===== config.mk =====
export PLATFORM = sky130hd
export DESIGN_NAME = tkf_ram
export DESIGN_NICKNAME = d
export VERILOG_FILES = /design/src/rtl/tkf_ram.sv
export SDC_FILE = /design/constraint.sdc
export NUM_CORES = 1
export LEC_CHECK = 0
export BUFFER_PORTS_ARGS = -buffer_cell sky130_fd_sc_hd__buf_4
export CORE_MARGIN = 2
export CORE_UTILIZATION = 30
export DETAILED_ROUTE_END_ITERATION = 16
export PLACE_DENSITY = 0.55
export SLEW_MARGIN = 5
export SYNTH_ARGS = -nofsm -noshare
export SYNTH_HDL_FRONTEND = slang
export SYNTH_SLANG_ARGS = --single-unit

===== constraint.sdc =====
create_clock -name clk -period 1.7 [get_ports clk]
set_clock_uncertainty 0.2 [all_clocks]
set_input_delay 0.17 -clock clk [delete_from_list [all_inputs] [get_ports clk]]
set_output_delay 0.17 -clock clk [all_outputs]
set_load 0.005 [all_outputs]

===== src/rtl/tkf_ram.sv =====
`timescale 1ns / 1ps
// ----------------------------------------------------------------------------
// tkf_ram
// Generic single write, single read RAM with registered read data.
// ----------------------------------------------------------------------------
module tkf_ram #(
  parameter int WIDTH = 8,
  parameter int DEPTH = 16
) (
  input  logic                     clk,
  input  logic                     we,
  input  logic [$clog2(DEPTH)-1:0] waddr,
  input  logic [WIDTH-1:0]         wdata,
  input  logic [$clog2(DEPTH)-1:0] raddr,
  output logic [WIDTH-1:0]         rdata
);

  logic [WIDTH-1:0] mem [DEPTH];

  always_ff @(posedge clk) begin
    if (we) begin
      mem[waddr] <= wdata;
    end
    rdata <= mem[raddr];
  end

endmodule


==> metrics.txt, run 1 <==
post-synth top area share 74.7%; leading area contributor after synthesis edfxtp_1; final instance area 6400 sq um; post-synthesis simple-gate area fraction 3.18%; maximum vdd drop 0.686 mV; Cells after Synth 229; ranking of synthesized cells by area edfxtp_1 75%, mux4_2 7.9%, mux4_1 7.1%; # DRC 0; fin util 38.3%; total number of vias 2,524; Yosys reg bits 136; largest family of logic cells by synthesized area multiplexers; CP Class reg2reg; Required @ worst endpoint 1790 ps; std cell rows 47; H-tree levels 4; Initial Utilization 30.8%; final hold viol count 0; Die Y 135 microns; critical path data arrival time 1650 ps; pin count of the biggest net entering global routing 18; n_diodes 0; CP startpoint kind register; Buffers on Ports 25; core area 16,700 sq um; global-route wire length before repair 15.9 mm; wire per inst 19.6 microns; DP Area 5800 sq um; most frequent cell after synthesis edfxtp_1; Area Overhead vs Synth 24.3%; 1st-iter DRT viols 258; clk_lat worst skew 410 ps; Post-DP HPWL 6.91 mm; CTS Sinks 136; # Post-CTS Setup Buffers 0; period utilisation layout 91.3%; hold slack 95.5 ps; top sig layer met4; nets@finish 317; max cap viols 0; met3 WL 488 microns; final setup vio count 0; 1st-pass router iterations 4; synthesized area 5150 sq um; die area 18,200 sq um; Fill cells 1,539; Cell variety after synth 19; Final Max Slew Viols 0; Synth Warn # 0; vias per cell 4.76; RSZ-0062 raised after global routing false; Final Worst Setup Slack 148 ps; synth cell count leaders 128 x edfxtp_1, 18 x mux4_2, 16 x a22oi_1; Primary FF master, synth edfxtp_1; gr usage total 12.4%; Tmin final 1550 ps; Clock Path Buffers 2; Root Driver clkbuf_16; Synth Net Count 247; final cell count without fillers 530; complex-gate fraction of the synthesized area 2.33%; initial antenna violation count 0; Pwr Density 1150 nW/um^2; vias in the first global route 2,657; mux share of post-synthesis cell area 15.0%; Post-DRT Antenna Nets 0; adder-cell share of the synthesized area 0%; Syn Area/Cell 22.5 sq um; f_max 644 MHz; CTS Buf Count 17; die span in x 135 microns; routability congestion estimate 0.709; total wire length 10.4 mm; Crit Path Max Fanout 1; GRT overflow 0; TritonCTS clock tree built; Post-synth EDFFs 128; Crit. End Element register; worst min path class in2reg; status finished, final reports clean; Rel. slew slack 44.1%; Post-Synth XOR/XNOR Area 0%; Seq/Total Area, Yosys 77.8%; met2 WL 4.94 mm; Slew @ Worst Pin 837 ps; DP Worst Slack -94.8 ps; Clk pin slew, worst setup/hold paths 50 ps; I/O pin count 26; Lkg Pwr 2.17 nW; layout cells sized above 1 31.3%; Async SR Flop Fraction 0%; met1 wire length 4.78 mm; Inst Count DP 492
==> worst max-delay path: stages (launching register included) <==
cell and delay (ps):
edfxtp_1 370, mux4_1 530, a22oi_1 240, nand2_1 90
==> power by group <==
group	internal (mW)	total (mW)	switching [mW]
clock network	1.98	3.20	1.22
logic	0.207	0.405	0.197
registers	3.75	3.77	0.0215
total	5.94	7.38	1.44
==> layout by cell type, fill, tap and decap left out, types with 4 or more instances in the layout <==
master	n
dfxtp_1	8
mux4_2	18
clkbuf_16	17
buf_12	5
nand2_1	9
mux4_1	14
clkbuf_8	4
nor2_1	13
clkbuf_1	4
a22oi_1	16
edfxtp_1	128
buf_4	48
dlygate4sd3_1	8
==> timing repair <==
item,4_1_cts,5_1_grt
hold endpoints to repair,128,0
hold buffers,8,0
resized for setup,0,0
==> registers in the layout, summed over array words and instances (netlist names) <==
name,count
rdata,8
mem,128
==> worst paths after layout <==
kind                   startpoint               end  slack [ps]  cells past startpoint
max reg2reg   mem[5][3]$_DFFE_PP_  rdata[3]$_DFF_P_         150                      3
min                      raddr[1]  rdata[6]$_DFF_P_         100                      4
max           mem[5][3]$_DFFE_PP_  rdata[3]$_DFF_P_         150                      3
min reg2reg  mem[14][0]$_DFFE_PP_  rdata[0]$_DFF_P_         470                      3
==> layout make-up <==
type,instances,area [sq um],share of cell area [%]
clock buffers,25,495,7.74
clock inverters,5,22.5,0.352
multi-input cells,83,1060,16.6
flip-flops and latches,136,4000,62.6
well taps,220,275,4.30
repair buffers,61,541,8.45
==> stage by stage <==
stage	setup TNS (ps)	power [mW]
floorplan	0	4.03
global placement	-276	4.23
detailed placement	-287	4.24
CTS	0	7.45
global route	0	7.62
finish	0	7.38
==> metal layers <==
layer / up-vias / GRT usage (%)
met5: - / 0
met2: 62 / 18.8
met1: 1335 / 17.0
met4: 0 / 5.21
met3: 16 / 3.42
li1: 1111 / -
==> kinds of logic (layout without fill, tap and decap cells) <==
logic type      Yosys count  after routing
buf+inv                  10             91
simple gates             35             35
compound gates           16             16
flops                   136            136
mux                      32             32
No activity file was read; power rests on OpenSTA's default activity.
==> run 2, diff against run 1 <==
--- a/config.mk
+++ b/config.mk
@@ -7,9 +7,10 @@
 export LEC_CHECK = 0
 export BUFFER_PORTS_ARGS = -buffer_cell sky130_fd_sc_hd__buf_4
 export CORE_MARGIN = 2
-export CORE_UTILIZATION = 30
+export CORE_UTILIZATION = 54
 export DETAILED_ROUTE_END_ITERATION = 16
-export PLACE_DENSITY = 0.55
+export MAX_ROUTING_LAYER = met4
+export PLACE_DENSITY = 0.83
 export SLEW_MARGIN = 5
 export SYNTH_ARGS = -nofsm -noshare
 export SYNTH_HDL_FRONTEND = slang
==> metrics.txt, run 2 (synthesis gave the netlist of run 1 again) <==
Initial Utilization 55.7% (+25 points); Setup TNS Final 0 ps (unchanged); Root Driver clkbuf_8; std cell rows 35 (-26%); Post-DRT Antenna Nets 0 (unchanged); Pwr Density 1260 nW/um^2 (+9.6%); I/O pin count 26 (unchanged); Largest regs mem: 128 flops, rdata: 8 flops; Required @ worst endpoint 1880 ps (+90 ps); Area Overhead vs Synth 23.3%; Crit. End Element register; Final Worst Setup Slack 48.5 ps (-99.4 ps); Rel. slew slack 73.1% (+29 points); # DRC 0 (unchanged); CP startpoint kind register; final setup vio count 0 (unchanged); wire per inst 23.5 microns (+20%); slowest CP cell mux4_1; Post-DP HPWL 6.09 mm (-12%); vias in the first global route 2,617 (-1.5%); TritonCTS clock tree built; Tmin final 1650 ps (+99.4 ps); maximum vdd drop 0.749 mV (+9.2%); Post-CTS Resized 0 (unchanged); commonest non-fill, non-tap cell in the layout edfxtp_1; initial antenna violation count 0 (unchanged); final cell count without fillers 437 (-18%); Crit Path Max Fanout 1 (unchanged); Slew @ Worst Pin 403 ps (-434 ps); status finished, final reports clean; die span in x 102 microns (-25%); commonest non-fill, non-tap cells in the layout 128 x edfxtp_1, 45 x buf_4, 18 x mux4_2; vias per cell 5.82 (+22%); 1st-iter DRT viols 265 (+2.7%); global-route wire length before repair 15.8 mm (-0.35%); H-tree levels 4 (unchanged); max FFs per register 128 (unchanged); Tot Pwr 8.02 mW (+8.7%); routability congestion estimate 0.769 (+8.5%); core area 9240 sq um (-45%); DP Worst Slack -12.2 ps (+82.6 ps); total wire length 10.3 mm (-0.97%); n_diodes 0 (unchanged); hold path startpoint raddr[1]; # Post-CTS Setup Buffers 0 (unchanged); Die Y 102 microns (-25%); total number of vias 2,543 (+0.75%); fin util 68.7% (+30 points); Final Max Slew Viols 0 (unchanged); Lkg Pwr 2.18 nW (+0.36%); DP Area 5630 sq um (-3.0%); Biggest register mem; worst min path class in2reg; CTS Buf Count 17 (unchanged); RSZ-0062 raised after global routing false; critical path cell sequence mux4_1 -> a22oi_1 -> nand2_1; period utilisation layout 97.1% (+5.8 points); clk_lat worst skew 510 ps (+100 ps); cts hold-fix bufs 10 (+2); final instance area 6350 sq um (-0.84%); Inst Count DP 396 (-20%); max cap viols 0 (unchanged); Buffers on Ports 25 (unchanged); 1st-pass router iterations 4 (unchanged); final hold viol count 0 (unchanged); critical path startpoint mem[1][1]$_DFFE_PP_; layout cells sized above 1 31.5% (+0.20 points); hold slack 39.5 ps (-55.9 ps); Worst R2R Start mem[1][1]$_DFFE_PP_; Clk pin slew, worst setup/hold paths 60 ps (about the same); Clock Path Buffers 2 (unchanged); critical path data arrival time 1840 ps (+190 ps); slowest stage delay, CP 500 ps (-30 ps); CP Class reg2reg; GRT overflow 0 (unchanged); die area 10,300 sq um (-43%); f_max 606 MHz (-6.0%); pin count of the biggest net entering global routing 21 (+3); gr usage total 23.2% (+11 points); CTS Sinks 136 (unchanged); nets@finish 314 (-0.95%)
[run 2: cell count changes in the layout (fill, tap and decap cells not counted), moves of 2 or more]
cell / delta
bufinv_16: +5
clkbuf_1: -4
clkinvlp_4: +4
buf_4: -3
clkbuf_8: -3
buf_12: -2
dlygate4sd3_1: +2
[run 2: cell type report]
class                           instances  area [sq um]
Sequential cell                       136          4000
Tap cell                              129           161
Fill cell                             559          2890
Multi-Input combinational cell         83          1060
Clock buffer                           17           414
Clock inverter                         14           206
Timing Repair Buffer                   58           498
[run 2: path summary, 6_finish.rpt]
| check | to | slack, ps | depth (start not counted) |
|---|---|---|---|
| worst max-delay path | rdata[1]$_DFF_P_ | 50 | 3 |
| worst min-delay path | rdata[2]$_DFF_P_ | 40 | 4 |
| worst max register to register | rdata[1]$_DFF_P_ | 50 | 3 |
| worst min register to register | rdata[3]$_DFF_P_ | 480 | 3 |
[run 2: critical path, delay by kind of cell (launching register included)]
kind,cells,cell delay [ps]
flip-flops,1,360
multiplexers,1,500
AO/OA/AOI/OAI,1,320
AND/OR/NAND/NOR,1,150
[run 2: report_power, final]
part	total (mW)	switching (mW)	internal (mW)
clock network	3.84	1.34	2.50
registers	3.78	0.0279	3.75
logic	0.395	0.197	0.198
total	8.02	1.56	6.45
[run 2: layer usage]
| layer | wire [microns] | part of all wire [%] | global-route usage [%] |
|---|---|---|---|
| met1 | 4160 | 40 | 31.6 |
| met2 | 5220 | 51 | 34.8 |
| met3 | 742 | 7.2 | 6.21 |
| met4 | 169 | 1.6 | 7.28 |
| met5 | 0 | 0 | - |
