$ cat src/rtl/tkf_pkg.sv
`timescale 1ns / 1ps
// ----------------------------------------------------------------------------
// tkf_pkg
// Shared types and constants for the top-k frequent values block.
// ----------------------------------------------------------------------------
package tkf_pkg;

  localparam int VALUE_WIDTH   = 32;
  localparam int COUNT_WIDTH   = 16;
  localparam int CFG_WIDTH     = 5;
  localparam int TABLE_DEPTH_D = 256;
  localparam int MAX_TOP_D     = 16;
  localparam logic [COUNT_WIDTH-1:0] COUNT_MAX = '1;

  typedef struct packed {
    logic signed [VALUE_WIDTH-1:0] sample_value;
    logic                          set_end;
  } in_item_t;

  typedef struct packed {
    logic signed [VALUE_WIDTH-1:0] ranked_value;
    logic [COUNT_WIDTH-1:0]        occurrences;
    logic                          final_result;
    logic                          table_overflow;
  } out_item_t;

  typedef enum logic [6:0] {
    ST_IDLE = 7'b0000001,
    ST_LRD  = 7'b0000010,
    ST_LCMP = 7'b0000100,
    ST_INS  = 7'b0001000,
    ST_ERD  = 7'b0010000,
    ST_ECMP = 7'b0100000,
    ST_OUT  = 7'b1000000
  } state_t;

endpackage

$ cat src/rtl/tkf_rank_cmp.sv
`timescale 1ns / 1ps
// ----------------------------------------------------------------------------
// tkf_rank_cmp
// Ranks two (count, signed value) pairs: gt is high when a outranks b.
// ----------------------------------------------------------------------------
module tkf_rank_cmp (
  input  logic [tkf_pkg::COUNT_WIDTH-1:0] a_cnt,
  input  logic [tkf_pkg::VALUE_WIDTH-1:0] a_val,
  input  logic [tkf_pkg::COUNT_WIDTH-1:0] b_cnt,
  input  logic [tkf_pkg::VALUE_WIDTH-1:0] b_val,
  output logic                            gt
);

  logic [tkf_pkg::COUNT_WIDTH+tkf_pkg::VALUE_WIDTH-1:0] a_key;
  logic [tkf_pkg::COUNT_WIDTH+tkf_pkg::VALUE_WIDTH-1:0] b_key;

  // flip the sign bit so an unsigned compare orders signed values
  assign a_key = {a_cnt, ~a_val[tkf_pkg::VALUE_WIDTH-1], a_val[tkf_pkg::VALUE_WIDTH-2:0]};
  assign b_key = {b_cnt, ~b_val[tkf_pkg::VALUE_WIDTH-1], b_val[tkf_pkg::VALUE_WIDTH-2:0]};
  assign gt    = a_key > b_key;

endmodule

$ cat config.mk
export PLATFORM = sky130hd
export DESIGN_NAME = tkf_rank_cmp
export DESIGN_NICKNAME = d
export VERILOG_FILES = /design/src/rtl/tkf_pkg.sv /design/src/rtl/tkf_rank_cmp.sv
export SDC_FILE = /design/constraint.sdc
export NUM_CORES = 1
export LEC_CHECK = 0
export BUFFER_PORTS_ARGS = -buffer_cell sky130_fd_sc_hd__buf_2
export CAP_MARGIN = 25
export CORE_MARGIN = 2
export CORE_UTILIZATION = 38
export DETAILED_ROUTE_END_ITERATION = 10
export PLACE_DENSITY = 0.92
export SLEW_MARGIN = 20
export SYNTH_ARGS = -nofsm -noshare
export SYNTH_HDL_FRONTEND = slang
export SYNTH_SLANG_ARGS = --single-unit
$ cat constraint.sdc
create_clock -name vclk -period 1.65
set_input_delay 0.165 -clock vclk [all_inputs]
set_output_delay 0.165 -clock vclk [all_outputs]
set_load 0.02 [all_outputs]
==> impl_metrics.env, run 1 <==
export IMPL_hold_depth=6
export IMPL_postCtsHoldBufs=0
export IMPL_grt_first_pass_wirelength_mm=6.50
export IMPL_routed_wl_mm=4.13
export IMPL_outcome="finished with violations"
export IMPL_regArea_um2=0
export IMPL_fin_crit_sh_pct=120
export IMPL_grt_total_usage_pct=22.4
export IMPL_grt_pass1_vias=1670
export IMPL_num_vias=1602
export IMPL_holdPathEnd="gt"
export IMPL_synth_yosys_seq_area_share_pct=0
export IMPL_drc=0
export IMPL_die_area_um2=3730
export IMPL_seq_cells=0
export IMPL_netlist_top_cells_count="ha_1, inv_1, a21oi_1"
export IMPL_die_width_um=61.1
export IMPL_setup_tns_ns=-0.323
export IMPL_min_from="a_cnt[15]"
export IMPL_hold_viol=0
export IMPL_design_power_total_uw=569
export IMPL_ys_warn_count=0
export IMPL_io_pin_count=97
export IMPL_syn_to_final_growth_pct=95.0
export IMPL_period_minus_slack_ns=1.97
export IMPL_synthTopCellsByArea="ha_1, inv_1, a21oi_1"
export IMPL_antenna_found_initial=0
export IMPL_post_route_util_pct=78.4
export IMPL_crit_path_start_kind="primary input"
export IMPL_grt_overflow=0
export IMPL_synthesis_area_um2=1240
export IMPL_min_path_type="primary input to output port"
export IMPL_fin_nets=429
export IMPL_critPathArrivalTime_ns=1.81
export IMPL_core_um2=3080
export IMPL_clock_fmax_mhz=507
export IMPL_setup_viol=1
export IMPL_leakage_nw=1.28
export IMPL_rows=20
export IMPL_antennaDiodeCount=0
export IMPL_path_max_fanout=3
export IMPL_routedWlPerCell_um=12.6
export IMPL_drv_slew=0
export IMPL_final_cells=327
export IMPL_dp_cells=325
export IMPL_critical_path_required_ns=1.48
export IMPL_max_slew_margin_rel_pct=70.4
export IMPL_powerDensity_nw_per_um2=236
export IMPL_critical_path_class="primary input to output port"
export IMPL_synth_top_cell_area_share_pct=48.5
export IMPL_rsz0062_at_grt="yes"
export IMPL_ys_types=24
export IMPL_via_per_inst=4.90
export IMPL_worstMarginPinSlew_ns=0.440
export IMPL_dr_pass1_iters=4
export IMPL_failed_checks="setup timing"
export IMPL_drt_iter0_markers=35
export IMPL_peakVddDrop_mv=0.133
export IMPL_avgSynthCellArea_um2=7.28
export IMPL_max_cap_violations=0
export IMPL_endpoint_kind="output port"
export IMPL_yosysTopAreaCell="ha_1"
export IMPL_syn_num_nets=314
export IMPL_initial_core_util_pct=40.2
export IMPL_setup_ws_ns=-0.323
export IMPL_antenna_left=0
export IMPL_num_clock_buffers=0
export IMPL_synthesis_instances=170
export IMPL_place_hpwl_mm=3.28
export IMPL_fillers=223
export IMPL_die_h_um=61.1
export IMPL_globalplace_congestion=0.722
export IMPL_drive_above_1_share_pct=59.0
export IMPL_portBuffers=97
export IMPL_grt_max_degree=4
-- cells by family after synthesis --
kind of cell | synth area share, %
simple gates | 16.4
compound gates | 20.5
fa+ha+maj | 48.5
buf+inv | 14.6
-- placed cells by master, fill, tap and decap left out, types with 5 or more instances in the layout --
cell,netlist,final
ha_4,0,20
buf_4,0,16
inv_2,0,13
ha_1,48,28
inv_1,48,29
inv_4,0,5
nand2_1,10,9
buf_6,0,20
nand4_1,8,8
a21oi_1,21,20
buf_2,0,77
nand3_1,7,7
-- timing repair --
action                                  CTS  global route
gates resized for setup                  36            19
pin swaps                                18            18
buffers inserted                          0             2
endpoints found under the setup margin    1             1
-- metrics by stage --
| step | instance area [um2] | hold WS, ns | worst slack, ns |
|---|---|---|---|
| floorplan | 1410 | 0.780 | -0.0501 |
| global placement | 2060 | 0.999 | -0.368 |
| detailed placement | 2060 | 0.995 | -0.425 |
| CTS | 2290 | 0.977 | -0.257 |
| global route | 2410 | 1.01 | -0.403 |
| finish | 2410 | 0.966 | -0.323 |
-- worst max-delay path, stage by stage --
cell       delay (ns)
buf_2            0.09
inv_2            0.05
ha_4             0.28
nand4_4          0.10
nor4_4           0.32
and2b_2          0.22
o31ai_4          0.07
a41oi_2          0.22
a2bb2oi_4        0.16
buf_6            0.13
-- how the worst max path moves through the flow --
| stage | end | start | cells after the start |
|---|---|---|---|
| after CTS | gt | b_val[23] | 10 |
| final | gt | b_val[29] | 10 |
| after floorplan | gt | b_val[27] | 8 |
| after global placement | gt | b_val[27] | 10 |
| after global routing | gt | b_val[18] | 10 |
| after detailed placement | gt | b_val[27] | 10 |
-- layout make-up --
type	instances	area, um2	area share [%]
Timing Repair Buffer	113	731	30.3
Tap cell	44	55.1	2.28
Inverter	48	205	8.50
Multi-Input combinational cell	122	1420	58.9
-- layer usage --
metal	part of all wire, %	GRT usage [%]	vias to the layer above	routed length, um
met5	0	0	-	0
met4	1.2	4.35	0	51
met3	5.6	2.10	6	233
met2	56	48.5	63	2330
met1	37	22.3	708	1510
li1	-	-	825	-
-- where the power goes --
part,internal [mW],switching [mW]
clock network,0,0
logic,0.314,0.255
registers,0,0
(Power assumes the default switching activity.)
==> run 2, diff against run 1 <==
==> constraint.sdc (replaced) <==
create_clock -name vclk -period 1.65
set_input_delay 0.165 -clock vclk [all_inputs]
set_output_delay 0.165 -clock vclk [all_outputs]
set_load 0.01 [all_outputs]
==> run 2 against run 1 <==
The flow still finishes with violations (setup timing). Wire length down 2.1%. First-iteration DRC count up 11%. Core utilization down 4.1 points. Combinational power down 7.4%. Worst hold slack worse by 0.021 ns. Final cell count down 1.2%.
==> impl_metrics.env, run 2 (synthesis results as in run 1) <==
export IMPL_outcome="finished with violations"
export IMPL_failed_checks="setup timing"
export IMPL_period_minus_slack_ns=1.95
export IMPL_grt_max_degree=5
export IMPL_grt_pass1_vias=1474
export IMPL_drv_slew=0
export IMPL_antennaDiodeCount=0
export IMPL_grt_total_usage_pct=18.9
export IMPL_design_power_total_uw=527
export IMPL_die_width_um=61.1
export IMPL_powerDensity_nw_per_um2=231
export IMPL_postCtsHoldBufs=0
export IMPL_drc=0
export IMPL_grt_overflow=0
export IMPL_num_clock_buffers=0
export IMPL_multi_input_area_um2=1390
export IMPL_rows=20
export IMPL_drt_iter0_markers=39
export IMPL_via_per_inst=4.89
export IMPL_initial_core_util_pct=40.2
export IMPL_die_area_um2=3730
export IMPL_min_from="a_cnt[15]"
export IMPL_routed_wl_mm=4.04
export IMPL_critPathArrivalTime_ns=1.79
export IMPL_hold_depth=6
export IMPL_regArea_um2=0
export IMPL_cp_slowest_cell="nor4_4"
export IMPL_max_slew_margin_rel_pct=77.3
export IMPL_antenna_found_initial=0
export IMPL_io_pin_count=97
export IMPL_cp_cell_sequence="buf_6 -> inv_4 -> ha_4 -> nand4_1 -> nor4_4 -> and2b_1 -> o31ai_2 -> a41oi_2 -> a2bb2oi_2 -> buf_2"
export IMPL_antenna_left=0
export IMPL_rsz0062_at_grt="yes"
export IMPL_post_route_util_pct=74.3
export IMPL_setup_ws_ns=-0.301
export IMPL_seq_cells=0
export IMPL_worstMarginPinSlew_ns=0.337
export IMPL_cp_slowest_stage_delay_ns=0.34
export IMPL_crit_path_start_kind="primary input"
export IMPL_core_um2=3080
export IMPL_routedWlPerCell_um=12.5
export IMPL_final_cell_mix="buf_2, inv_1, ha_1"
export IMPL_hold_viol=0
export IMPL_min_path_type="primary input to output port"
export IMPL_dr_pass1_iters=4
export IMPL_setup_viol=1
export IMPL_max_cap_violations=0
export IMPL_die_h_um=61.1
export IMPL_fin_area_um2=2290
export IMPL_leakage_nw=1.26
export IMPL_final_common_cell="buf_2"
export IMPL_path_max_fanout=2
export IMPL_place_hpwl_mm=3.14
export IMPL_grt_first_pass_wirelength_mm=5.57
export IMPL_fin_crit_sh_pct=118
export IMPL_clock_fmax_mhz=513
export IMPL_endpoint_kind="output port"
export IMPL_portBuffers=97
export IMPL_globalplace_congestion=0.816
export IMPL_holdPathEnd="gt"
export IMPL_peakVddDrop_mv=0.112
export IMPL_syn_to_final_growth_pct=84.7
export IMPL_fin_nets=425
export IMPL_critical_path_required_ns=1.48
export IMPL_drive_above_1_share_pct=54.1
export IMPL_fillers=245
export IMPL_num_vias=1580
export IMPL_critical_path_class="primary input to output port"
export IMPL_place_area_um2=1860
[run 2: cell count changes in the layout (fill, tap and decap cells not counted), moves of 2 or more]
| cell | change |
|---|---|
| buf_6 | -8 |
| buf_2 | +8 |
| buf_4 | -4 |
| inv_2 | -6 |
| inv_4 | -2 |
| inv_1 | +9 |
[run 2: final cells by class]
cell class                 instances  area share [%]
timing repair buffer             109            28.5
multi-input combinational        122            60.9
tap                               44            2.41
inverter                          48            8.21
[run 2: power by group]
part | switching [mW] | internal [mW] | total [mW]
logic | 0.239 | 0.289 | 0.527
clock network | 0 | 0 | 0
registers | 0 | 0 | 0
total | 0.239 | 0.289 | 0.527
[run 2: timing repair]
action	4_1_cts	5_1_grt
gates resized for setup	20	38
setup buffers	1	1
pin swaps	11	21
endpoints found under the setup margin	1	1
[run 2: worst max-delay path by stage]
| stage | depth (start not counted) | end | from | slack (ns) |
|---|---|---|---|---|
| floorplan | 8 | gt | b_val[1] | 0.001 |
| global placement | 9 | gt | a_cnt[14] | -0.28 |
| detailed placement | 10 | gt | b_cnt[15] | -0.31 |
| CTS | 10 | gt | b_val[1] | -0.25 |
| global route | 10 | gt | b_val[18] | -0.37 |
| finish | 10 | gt | b_val[18] | -0.30 |
[run 2: critical path, delay by kind of cell]
kind	cells	cell delay, ns
fa+ha+maj	1	0.25
compound gates	3	0.41
simple gates	3	0.71
buf+inv	3	0.24
[run 2: routing by layer]
layer	global-route usage, %	part of all wire [%]	up-vias	wire length [um]
met4	0.932	2.2	0	89
met3	1.26	5.2	8	212
met5	0	0	-	0
li1	-	-	815	-
met1	21.2	36	695	1450
met2	39.5	57	62	2290
[run 2: stage by stage]
step	setup TNS (ns)	setup WS, ns	hold WS, ns	instances
2_1_floorplan	0	0.00100	0.721	170
3_3_place_gp	-0.277	-0.277	0.940	321
3_5_place_dp	-0.307	-0.307	0.958	321
4_1_cts	-0.249	-0.249	0.964	322
5_1_grt	-0.367	-0.367	0.992	323
6_report	-0.301	-0.301	0.945	323
==> run 3, diff against run 2 <==
--- a/config.mk
+++ b/config.mk
@@ -7,6 +7,7 @@
 export LEC_CHECK = 0
 export BUFFER_PORTS_ARGS = -buffer_cell sky130_fd_sc_hd__buf_2
 export CAP_MARGIN = 25
+export CORE_ASPECT_RATIO = 0.6
 export CORE_MARGIN = 2
 export CORE_UTILIZATION = 38
 export DETAILED_ROUTE_END_ITERATION = 10
==> run 3 against run 2 <==
The flow still finishes with violations (setup timing). First-iteration DRC count fell by 33%. Critical endpoint unchanged. Critical path depth did not move. Fmax fell by 0.22%. Count of clock-buffer cells in the layout did not move. Combinational power fell by 17%. Non-clock buffer count did not move. Via count fell by 2.2%. Die area rose by 0.40%. Worst setup slack got worse by 0.0043 ns.
==> impl_metrics.env, run 3 (synthesis results as in run 1) <==
export IMPL_outcome="finished with violations"
export IMPL_failed_checks="setup timing"
export IMPL_min_path_type="primary input to output port"
export IMPL_initial_core_util_pct=41.5
export IMPL_place_hpwl_mm=3.43
export IMPL_grt_max_degree=4
export IMPL_cp_cell_sequence="buf_6 -> inv_4 -> ha_4 -> nor2b_4 -> o211ai_1 -> a2111oi_4 -> o31ai_2 -> a41oi_2 -> a2bb2oi_2 -> buf_2"
export IMPL_hold_viol=0
export IMPL_fillers=269
export IMPL_powerDensity_nw_per_um2=223
export IMPL_antenna_found_initial=0
export IMPL_postCtsHoldBufs=0
export IMPL_syn_to_final_growth_pct=59.2
export IMPL_routedWlPerCell_um=11.8
export IMPL_rows=15
export IMPL_crit_path_start_kind="primary input"
export IMPL_dr_pass1_iters=4
export IMPL_die_h_um=48.2
export IMPL_num_vias=1546
export IMPL_fin_area_um2=1970
export IMPL_final_cells=321
export IMPL_antenna_left=0
export IMPL_io_pin_count=97
export IMPL_routed_wl_mm=3.79
export IMPL_fin_nets=425
export IMPL_core_um2=2980
export IMPL_max_slew_margin_rel_pct=76.2
export IMPL_period_minus_slack_ns=1.95
export IMPL_max_cap_violations=0
export IMPL_leakage_nw=1.23
export IMPL_final_cell_mix="buf_2, inv_1, ha_1"
export IMPL_hold_depth=6
export IMPL_drive_above_1_share_pct=44.4
export IMPL_worstMarginPinSlew_ns=0.354
export IMPL_path_max_fanout=2
export IMPL_min_from="a_cnt[15]"
export IMPL_setup_viol=1
export IMPL_holdPathEnd="gt"
export IMPL_portBuffers=97
export IMPL_rsz0062_at_grt="yes"
export IMPL_endpoint_kind="output port"
export IMPL_post_cts_buffers=0
export IMPL_setup_tns_ns=-0.305
export IMPL_antennaDiodeCount=0
export IMPL_cp_slowest_cell="o31ai_2"
export IMPL_drt_iter0_markers=26
export IMPL_drv_slew=0
export IMPL_critPathBufInv=3
export IMPL_setup_ws_ns=-0.305
export IMPL_place_area_um2=1870
export IMPL_critical_path_class="primary input to output port"
export IMPL_place_ws_ns=-0.366
export IMPL_cp_slowest_stage_delay_ns=0.32
export IMPL_grt_overflow=0
export IMPL_peakVddDrop_mv=0.137
export IMPL_globalplace_congestion=0.859
export IMPL_dp_cells=321
export IMPL_grt_total_usage_pct=18.9
export IMPL_via_per_inst=4.82
export IMPL_critPathArrivalTime_ns=1.79
export IMPL_critical_path_required_ns=1.48
export IMPL_final_common_cell="buf_2"
export IMPL_die_width_um=77.7
export IMPL_grt_pass1_vias=1424
export IMPL_clock_fmax_mhz=512
export IMPL_multi_input_area_um2=1150
export IMPL_seq_cells=0
export IMPL_die_area_um2=3740
export IMPL_num_clock_buffers=0
export IMPL_grt_first_pass_wirelength_mm=5.72
export IMPL_fin_crit_sh_pct=118
export IMPL_regArea_um2=0
export IMPL_cp_top_family="compound AO/OA/AOI/OAI gates"
export IMPL_drc=0
==> run 3: final cells by class <==
type	count	area share [%]
Inverter	48	9.28
Multi-Input combinational cell	122	58.2
Tap cell	42	2.67
Timing Repair Buffer	109	29.9
==> run 3: tightest hold or removal path, cell delays in order <==
cell and delay, ns:
buf_2 0.08, ha_1 0.14, a221oi_1 0.04, nand2_1 0.08, a2bb2oi_2 0.12, buf_2 0.13
==> run 3: power breakdown <==
group	internal (mW)	switching, mW	leakage (nW)
logic	0.233	0.206	1.23
registers	0	0	0
clock network	0	0	0
==> run 3: stage by stage <==
step           hold WS (ns)  total power [mW]  utilization (%)
5_1_grt               0.972             0.497             66.0
2_1_floorplan         0.721             0.208                -
3_3_place_gp          0.907             0.392             62.7
6_report              0.925             0.439             66.0
3_5_place_dp          0.911             0.410             62.7
4_1_cts               0.917             0.423             63.9
==> run 3: routing by layer <==
metal  wire (um)  global-route usage [%]  vias up
li1            -                       -      815
met1        1740                    24.8      674
met2        1790                    37.1       55
met3         246                    1.48        2
met4          12                   0.714        0
met5           0                       0        -
==> run 3: worst max path at each step <==
| stage | cells after the start | start | slack, ns | end |
|---|---|---|---|---|
| global route | 10 | b_val[1] | -0.37 | gt |
| floorplan | 8 | b_val[1] | 0.001 | gt |
| global placement | 9 | a_val[1] | -0.30 | gt |
| detailed placement | 9 | b_cnt[13] | -0.37 | gt |
| CTS | 9 | b_val[5] | -0.29 | gt |
| finish | 10 | b_val[1] | -0.30 | gt |
==> run 3: what timing repair did <==
action,in CTS,in global routing
pin swaps,1,8
gates resized for setup,5,10
endpoints found under the setup margin,1,1
